File: src/rtl/core/backing_store_range_map_assert.svh
// Assertion macros for the backing-store range map.
// Used inside modules that have clk_i and rst_ni; no other dependencies.
`ifndef BACKING_STORE_RANGE_MAP_ASSERT_SVH
`define BACKING_STORE_RANGE_MAP_ASSERT_SVH

// Implication checked in the same cycle
`define BSRM_ASSERT_IMP(name, ante, cons, msg) \
  name: assert property (@(posedge clk_i) disable iff (!rst_ni) (ante) |-> (cons)) \
    else $error(msg);

// Implication checked in the next cycle
`define BSRM_ASSERT_NXT(name, ante, cons, msg) \
  name: assert property (@(posedge clk_i) disable iff (!rst_ni) (ante) |=> (cons)) \
    else $error(msg);

`endif

File: src/rtl/core/bsrm_pkg.sv
// Package for the backing-store range map: payload structs, codes, state enum.
// No dependencies; imported by every module of the block.
`timescale 1ns / 1ps
`default_nettype none

package bsrm_pkg;

  // Field widths of the transfer payloads
  localparam int ACTION_W   = 2;
  localparam int PID_W      = 5;
  localparam int VPNO_W     = 20;
  localparam int STORE_W    = 3;
  localparam int NPAGES_W   = 9;
  localparam int OFFSET_W   = 8;
  localparam int INUSE_W    = 16;

  // Parameter defaults
  localparam int DEF_NUM_STORES = 8;
  localparam int DEF_NUM_PROCS  = 32;
  localparam int DEF_PAGE_BITS  = 20;

  // Saturation limits
  localparam logic [7:0]         MAP_COUNT_MAX = 8'hFF;
  localparam logic [INUSE_W-1:0] ALLOC_MAX     = {INUSE_W{1'b1}};

  // Result status codes
  localparam logic STATUS_OK  = 1'b0;
  localparam logic STATUS_ERR = 1'b1;

  typedef enum logic [ACTION_W-1:0] {
    ACT_ALLOC  = 2'd0,
    ACT_FREE   = 2'd1,
    ACT_MAP    = 2'd2,
    ACT_LOOKUP = 2'd3
  } bsrm_action_e;

  typedef enum logic [2:0] {
    S_IDLE,
    S_ALLOC,
    S_EXEC,
    S_LOOKUP,
    S_FINISH
  } bsrm_state_e;

  typedef struct packed {
    logic [ACTION_W-1:0] action;
    logic [PID_W-1:0]    pid;
    logic [VPNO_W-1:0]   vpno;
    logic [STORE_W-1:0]  store;
    logic [NPAGES_W-1:0] npages;
  } bsrm_in_t;

  typedef struct packed {
    logic                status;
    logic [STORE_W-1:0]  store_index;
    logic [OFFSET_W-1:0] page_offset;
    logic [INUSE_W-1:0]  in_use_count;
  } bsrm_out_t;

endpackage

`default_nettype wire

File: src/rtl/core/bsrm_range_unit.sv
// Shared range unit: one subtract and compare tests a page against a segment.
// Gives the hit flag and the page offset; uses bsrm_pkg.
`timescale 1ns / 1ps
`default_nettype none

module bsrm_range_unit
  import bsrm_pkg::*;
#(
  parameter int VW = DEF_PAGE_BITS
) (
  input  wire logic [VW-1:0]       vpno_i,
  input  wire logic [VW-1:0]       base_i,
  input  wire logic [NPAGES_W-1:0] count_i,
  output logic                     hit_o,
  output logic [OFFSET_W-1:0]      offset_o
);

  localparam int CMPW = (VW > NPAGES_W) ? VW : NPAGES_W;

  logic [VW:0] diff;

  // Page minus base; no borrow and below the count means inside the range
  always_comb begin
    diff     = {1'b0, vpno_i} - {1'b0, base_i};
    hit_o    = !diff[VW] && (CMPW'(diff[VW-1:0]) < CMPW'(count_i));
    offset_o = diff[OFFSET_W-1:0];
  end

endmodule

`default_nettype wire

File: config.mk
export PLATFORM = sky130hd
export DESIGN_NAME = bsrm_range_unit
export DESIGN_NICKNAME = d
export VERILOG_FILES = /design/src/rtl/core/backing_store_range_map_assert.svh /design/src/rtl/core/bsrm_pkg.sv /design/src/rtl/core/bsrm_range_unit.sv
export SDC_FILE = /design/constraint.sdc
export NUM_CORES = 1
export LEC_CHECK = 0
export BUFFER_PORTS_ARGS = -buffer_cell sky130_fd_sc_hd__buf_2
export CAP_MARGIN = 20
export CORE_ASPECT_RATIO = 2
export CORE_MARGIN = 1
export CORE_UTILIZATION = 47
export DETAILED_ROUTE_END_ITERATION = 7
export GPL_TIMING_DRIVEN = 0
export PLACE_DENSITY = 0.86
export SYNTH_ARGS = -nofsm -noshare
export SYNTH_HDL_FRONTEND = slang
export SYNTH_SLANG_ARGS = --single-unit
File: constraint.sdc
create_clock -name vclk -period 9.76
set_clock_uncertainty 0.15 [all_clocks]
set_input_delay 2.44 -clock vclk [all_inputs]
set_output_delay 2.44 -clock vclk [all_outputs]
set_load 0.03 [all_outputs]
==> results.toml, run 1 <==
[final_layout]
clkbuf_count = 0
n_sequential_cell = 0
layout_commonest_cell = "buf_2"
fin_area_um2 = 1870
num-nets-final = 355
drive_gt1_frac = 0.262
fin_util = 0.592
syn2layout_area_growth_pct = 21.4
regArea_um2 = 0
n_antenna_cell = 0
layout_common_cells = "59 x buf_2, 38 x inv_1, 28 x ha_1"

[worst_setup_path]
cp_slowest_cell = "or4b_1"
timing_worst_setup_path_type = "in2out"
crit_arrival_ns = 6.33
worstSetupEndpointType = "primary output"
start_kind = "input pin"
required_ns = 7.17
cp_num_buf_inv = 3
cp-startpoint = "base_i[1]"
critical_path_cell_count = 16
slowest_delay_ns = 0.51
critPathTopFamily = "simple AND/OR/NAND/NOR gates"
crit_fanout = 3
path_cells = "buf_2 -> inv_1 -> ha_1 -> nor2b_1 -> o31a_1 -> o41ai_1 -> o21bai_1 -> xor2_1 -> ha_1 -> a2111oi_0 -> nand4b_1 -> or4b_1 -> nor4_1 -> nand4_1 -> nor4_2 -> buf_2"

[routing]
wl_per_cell_um = 13.2
post_drt_via_cell_ratio = 6.00
firstDrtPassIters = 4
vias = 1837
finalWirelength_um = 4030
antenna_left = 0
drtIter0Drc = 21
drc = 0

[floorplanning]
die_w_um = 42.5
die_y_um = 82.9
start_util = 0.488
ios = 58
core-area_um2 = 3160
die_area_um2 = 3520
rows = 29

[synthesis]
avgSynthCellArea_um2 = 7.09
synth.distinct_cells = 59
syn_nets = 295
yosysSeqAreaShare = 0
syn_area_um2 = 1540
syn_inst = 217
yosys_warnings = 0

[timing]
tightest_slew_ns = 0.909
fin_crit_sh = 0.914
slew_headroom = 0.391
fin_setup_tns_ns = 0
rsz0062_at_grt = "no"
finalHoldViolations = 0
final.setup.worst_slack_ns = 0.836
timing.final.crit_period_ns = 8.92
fmax_mhz = 112
finalSetupViolCount = 0
drv_slew = 0

[place]
place.gp.congestion = 0.868
dp_slack_ns = 0.814
hpwl_um = 3530
portBuffers = 58
placed_area_um2 = 1870

[grt]
grt_use_met3 = 0.00435
gr-usage-all-layers = 0.237
grt-ovfl-total = 0
first_global_vias = 1781
met2_usage = 0.497
grt_max_degree = 11
grt_pass1_wl_um = 7000
top_usage_layer = "met2"
antenna_found_initial = 0
grtUsageMet1 = 0.233

[power_and_ir_drop]
power.total_uw = 136
power_density_nw_per_um2 = 73.0
p_leak_nw = 1.05
peakVddDrop_uv = 33.1

[clock_tree]
postCtsResizedCells = 0
post_cts_buffers = 0
holdBufCountCts = 0

[hold_path]
hold_path_class = "in2out"
holdPathStages = 4
holdCritStartpoint = "base_i[0]"

[status]
status = "finished, final reports clean"

[job]
cap_violations = 0
[stage by stage]
step	hold slack, ns	std cells
final	5.13	306
after global routing	5.14	306
after CTS	5.13	306
after detailed placement	5.13	306
after global placement	5.13	306
after floorplan	4.96	217
[area by class of cell]
type / count / area (um2)
Buffer: 8 / 46.3
Fill cell: 322 / 1290
Inverter: 38 / 143
Multi-Input combinational cell: 171 / 1350
Tap cell: 31 / 38.8
Timing Repair Buffer: 58 / 290
[cell families after synthesis]
family / Yosys count / synth area share
xor gates and xnor gates: 7 / 0.0398
adders and majority gates: 29 / 0.241
and+or+nand+nor: 55 / 0.195
AOI/OAI and AO/OA: 77 / 0.381
muxes: 3 / 0.0203
buffers and inverters: 46 / 0.123
[path summary, 6_finish.rpt]
kind,endpoint
min,offset_o[0]
max,hit_o
[cell usage after synthesis (2+ instances only)]
cell,number,share of area
ha_1,28,0.23
inv_1,38,0.093
nand3_1,9,0.029
xor2_1,3,0.017
o21a_1,5,0.024
nor3b_1,2,0.0098
a21boi_0,2,0.0098
nand4_1,4,0.016
buf_6,2,0.015
nand2_1,8,0.020
a211oi_1,2,0.0098
a21oi_1,15,0.049
o21ai_0,5,0.016
nor3_1,2,0.0065
a31oi_1,5,0.020
a21o_1,10,0.049
o31a_1,2,0.011
nand2b_1,2,0.0081
a211o_1,3,0.017
xnor2_1,4,0.023
o211a_1,2,0.013
a2111oi_0,4,0.023
and3_1,2,0.0081
mux2i_1,2,0.013
nor2_1,13,0.032
o2111ai_1,3,0.017
clkbuf_1,5,0.012
nor2b_1,4,0.016
[per-layer routing]
layer	vias up	part of all wire
met2	53	0.59
met1	844	0.35
li1	930	-
met5	-	0
met4	0	0.027
met3	10	0.028
[power breakdown]
| group | internal, mW | switching, mW |
|---|---|---|
| registers | 0 | 0 |
| logic | 0.0567 | 0.0796 |
| clock network | 0 | 0 |
| total | 0.0567 | 0.0796 |
Power figures use the tool's default switching activity.
==> run 2: changes to the inputs <==
--- a/config.mk
+++ b/config.mk
@@ -8,7 +8,7 @@
 export BUFFER_PORTS_ARGS = -buffer_cell sky130_fd_sc_hd__buf_2
 export CAP_MARGIN = 20
 export CORE_ASPECT_RATIO = 2
-export CORE_MARGIN = 1
+export CORE_MARGIN = 3
 export CORE_UTILIZATION = 47
 export DETAILED_ROUTE_END_ITERATION = 7
 export GPL_TIMING_DRIVEN = 0
==> results.toml, run 2 (same netlist as run 1, synthesis figures left out) <==
[power_and_ir_drop]
peakVddDrop_uv = 31.0
p_leak_nw = 1.05
power_density_nw_per_um2 = 73.0

[timing]
final.setup.worst_slack_ns = 0.870
slew_headroom = 0.422
hold_slack_ns = 5.13
fin_crit_sh = 0.911
finalSetupViolCount = 0
tightest_slew_ns = 0.862
rsz0062_at_grt = "no"
fmax_mhz = 112
drv_slew = 0
timing.final.crit_period_ns = 8.89
fin_setup_tns_ns = 0
finalHoldViolations = 0

[floorplanning]
start_util = 0.505
ios = 58
die_y_um = 86.9
rows = 28
die_w_um = 46.5
core-area_um2 = 3050
die_area_um2 = 4040

[grt]
grt-ovfl-total = 0
first_global_vias = 1733
grt_pass1_wl_um = 6750
gr-usage-all-layers = 0.211
grt_max_degree = 11
antenna_found_initial = 0

[final_layout]
n_antenna_cell = 0
syn2layout_area_growth_pct = 21.3
num-fill-cells = 306
drive_gt1_frac = 0.262
layout_commonest_cell = "buf_2"
n_sequential_cell = 0
layout_common_cells = "59 x buf_2, 38 x inv_1, 28 x ha_1"
regArea_um2 = 0
num-nets-final = 355
clkbuf_count = 0

[routing]
firstDrtPassIters = 4
post_drt_via_cell_ratio = 5.99
wl_per_cell_um = 13.5
drtIter0Drc = 59
antenna_left = 0
vias = 1828
finalWirelength_um = 4130
drc = 0

[worst_setup_path]
required_ns = 7.17
start_kind = "input pin"
crit_arrival_ns = 6.30
crit_fanout = 3
worstSetupEndpointType = "primary output"
timing_worst_setup_path_type = "in2out"

[place]
portBuffers = 58
dp_slack_ns = 0.880
hpwl_um = 3610
place.gp.congestion = 0.912

[clock_tree]
postCtsResizedCells = 0
post_cts_buffers = 0
holdBufCountCts = 0

[status]
status = "finished, final reports clean"

[hold_path]
hold_path_class = "in2out"

[job]
cap_violations = 0
-- run 2: cell counts in the layout (fill, tap and decap cells not counted) --
Identical to the previous run, type by type.
-- run 2: power by group --
part	total (mW)	switching (mW)	internal, mW
clock network	0	0	0
logic	0.136	0.0793	0.0571
registers	0	0	0
total	0.136	0.0793	0.0571
-- run 2: worst max-delay path: stages --
cell	delay [ns]
buf_2	0.10
inv_1	0.04
ha_1	0.26
nor2b_1	0.15
o31a_1	0.27
o41ai_1	0.49
o21bai_1	0.15
xor2_1	0.21
ha_1	0.21
a2111oi_0	0.36
nand4b_1	0.14
or4b_1	0.51
nor4_1	0.32
nand4_1	0.15
nor4_2	0.25
buf_2	0.24
-- run 2: final timing paths --
path | from | to | slack, ns | cells past startpoint
worst max-delay path | base_i[1] | hit_o | 0.87 | 16
worst min-delay path | base_i[0] | offset_o[0] | 5.13 | 4
-- run 2: cell type report --
class	count	area, um2	area share
multi-input cells	171	1350	0.723
repair buffers	58	290	0.155
inverters	38	143	0.0764
plain buffers	8	46.3	0.0248
well taps	30	37.5	0.0201
-- run 2: per-stage QoR --
stage	total power [mW]	area, um2	util	std cells
after floorplan	0.0995	1540	-	217
after global placement	0.133	1870	0.612	305
after detailed placement	0.135	1870	0.612	305
after CTS	0.136	1870	0.612	305
after global routing	0.151	1870	0.612	305
final	0.136	1870	0.612	305
-- run 2: layer usage --
metal | vias to the layer above | global-route usage | part of all wire
met3 | 16 | 0.00414 | 0.047
met2 | 57 | 0.431 | 0.58
met1 | 824 | 0.198 | 0.34
li1 | 931 | - | -
met4 | 0 | 0.0777 | 0.038
met5 | - | 0 | 0
==> run 3: changes to the inputs <==
--- a/config.mk
+++ b/config.mk
@@ -7,12 +7,14 @@
 export LEC_CHECK = 0
 export BUFFER_PORTS_ARGS = -buffer_cell sky130_fd_sc_hd__buf_2
 export CAP_MARGIN = 20
+export CELL_PAD_IN_SITES_DETAIL_PLACEMENT = 0
+export CELL_PAD_IN_SITES_GLOBAL_PLACEMENT = 2
 export CORE_ASPECT_RATIO = 2
 export CORE_MARGIN = 3
-export CORE_UTILIZATION = 47
+export CORE_UTILIZATION = 30
 export DETAILED_ROUTE_END_ITERATION = 7
 export GPL_TIMING_DRIVEN = 0
-export PLACE_DENSITY = 0.86
+export PLACE_DENSITY = 0.95
 export SYNTH_ARGS = -nofsm -noshare
 export SYNTH_HDL_FRONTEND = slang
 export SYNTH_SLANG_ARGS = --single-unit
==> results.toml, run 3 (same netlist as run 1, synthesis figures left out) <==
[status]
status = "finished, final reports clean"

[clock_tree]
post_cts_buffers = 0
holdBufCountCts = 0
postCtsResizedCells = 0

[grt]
grt-ovfl-total = 0
gr-usage-all-layers = 0.148
grt_max_degree = 11
grt_pass1_wl_um = 7600
first_global_vias = 1830
antenna_found_initial = 0

[routing]
drtIter0Drc = 57
wl_per_cell_um = 13.7
drc = 0
finalWirelength_um = 4560
vias = 1840
post_drt_via_cell_ratio = 5.54
firstDrtPassIters = 4
antenna_left = 0

[final_layout]
layout_commonest_cell = "buf_2"
n_antenna_cell = 0
drive_gt1_frac = 0.262
regArea_um2 = 0
clkbuf_count = 0
num-nets-final = 355
fin_area_um2 = 1900
syn2layout_area_growth_pct = 23.5
num-fill-cells = 566
layout_common_cells = "59 x buf_2, 38 x inv_1, 28 x ha_1"
n_sequential_cell = 0

[job]
cap_violations = 0

[worst_setup_path]
worstSetupEndpointType = "primary output"
required_ns = 7.17
timing_worst_setup_path_type = "in2out"
crit_arrival_ns = 6.29
start_kind = "input pin"
crit_fanout = 3

[place]
portBuffers = 58
place.gp.congestion = 0.844
placed_area_um2 = 1900
hpwl_um = 4030

[timing]
fin_crit_sh = 0.910
rsz0062_at_grt = "no"
fin_setup_tns_ns = 0
fmax_mhz = 113
hold_slack_ns = 5.13
finalHoldViolations = 0
drv_slew = 0
slew_headroom = 0.414
finalSetupViolCount = 0
timing.final.crit_period_ns = 8.88
tightest_slew_ns = 0.873

[hold_path]
hold_path_class = "in2out"

[floorplanning]
ios = 58
die_w_um = 56.6
core-area_um2 = 4910
die_y_um = 107
rows = 36
die_area_um2 = 6080
start_util = 0.313

[power_and_ir_drop]
peakVddDrop_uv = 30.2
power_density_nw_per_um2 = 72.7
p_leak_nw = 1.05
## run 3: path summary, 6_finish.rpt
kind                  start           to  cells after the start
setup / recovery  base_i[1]        hit_o                     16
hold / removal    base_i[0]  offset_o[0]                      4
## run 3: power breakdown
part           internal, mW  switching [mW]  leakage (nW)
clock network             0               0             0
registers                 0               0             0
logic                0.0568          0.0813          1.05
## run 3: cell type report
type	count	area [um2]	share of cell area
plain buffers	8	46.3	0.0244
inverters	38	143	0.0750
multi-input cells	171	1350	0.710
well taps	57	71.3	0.0375
repair buffers	58	290	0.153
## run 3: metrics by stage
stage          utilization  setup slack [ns]  std cells  power (mW)
6_report             0.387             0.883        332       0.138
5_1_grt              0.387             0.603        332       0.153
4_1_cts              0.387             0.842        332       0.139
3_5_place_dp         0.387             0.858        332       0.139
3_3_place_gp         0.387             0.865        332       0.137
2_1_floorplan            -             0.971        217      0.0995
## run 3: per-layer routing
layer | GRT usage | wire (um)
met5 | 0 | 0
met4 | 0.0340 | 115
met3 | 0.00600 | 192
met2 | 0.334 | 2710
met1 | 0.132 | 1540
## run 3: critical path, stage by stage
cell and delay, ns:
buf_2 0.10, inv_1 0.04, ha_1 0.25, nor2b_1 0.16, o31a_1 0.27, o41ai_1 0.48
o21bai_1 0.14, xor2_1 0.20, ha_1 0.20, a2111oi_0 0.40, nand4b_1 0.14, or4b_1 0.51
nor4_1 0.34, nand4_1 0.14, nor4_2 0.23, buf_2 0.24
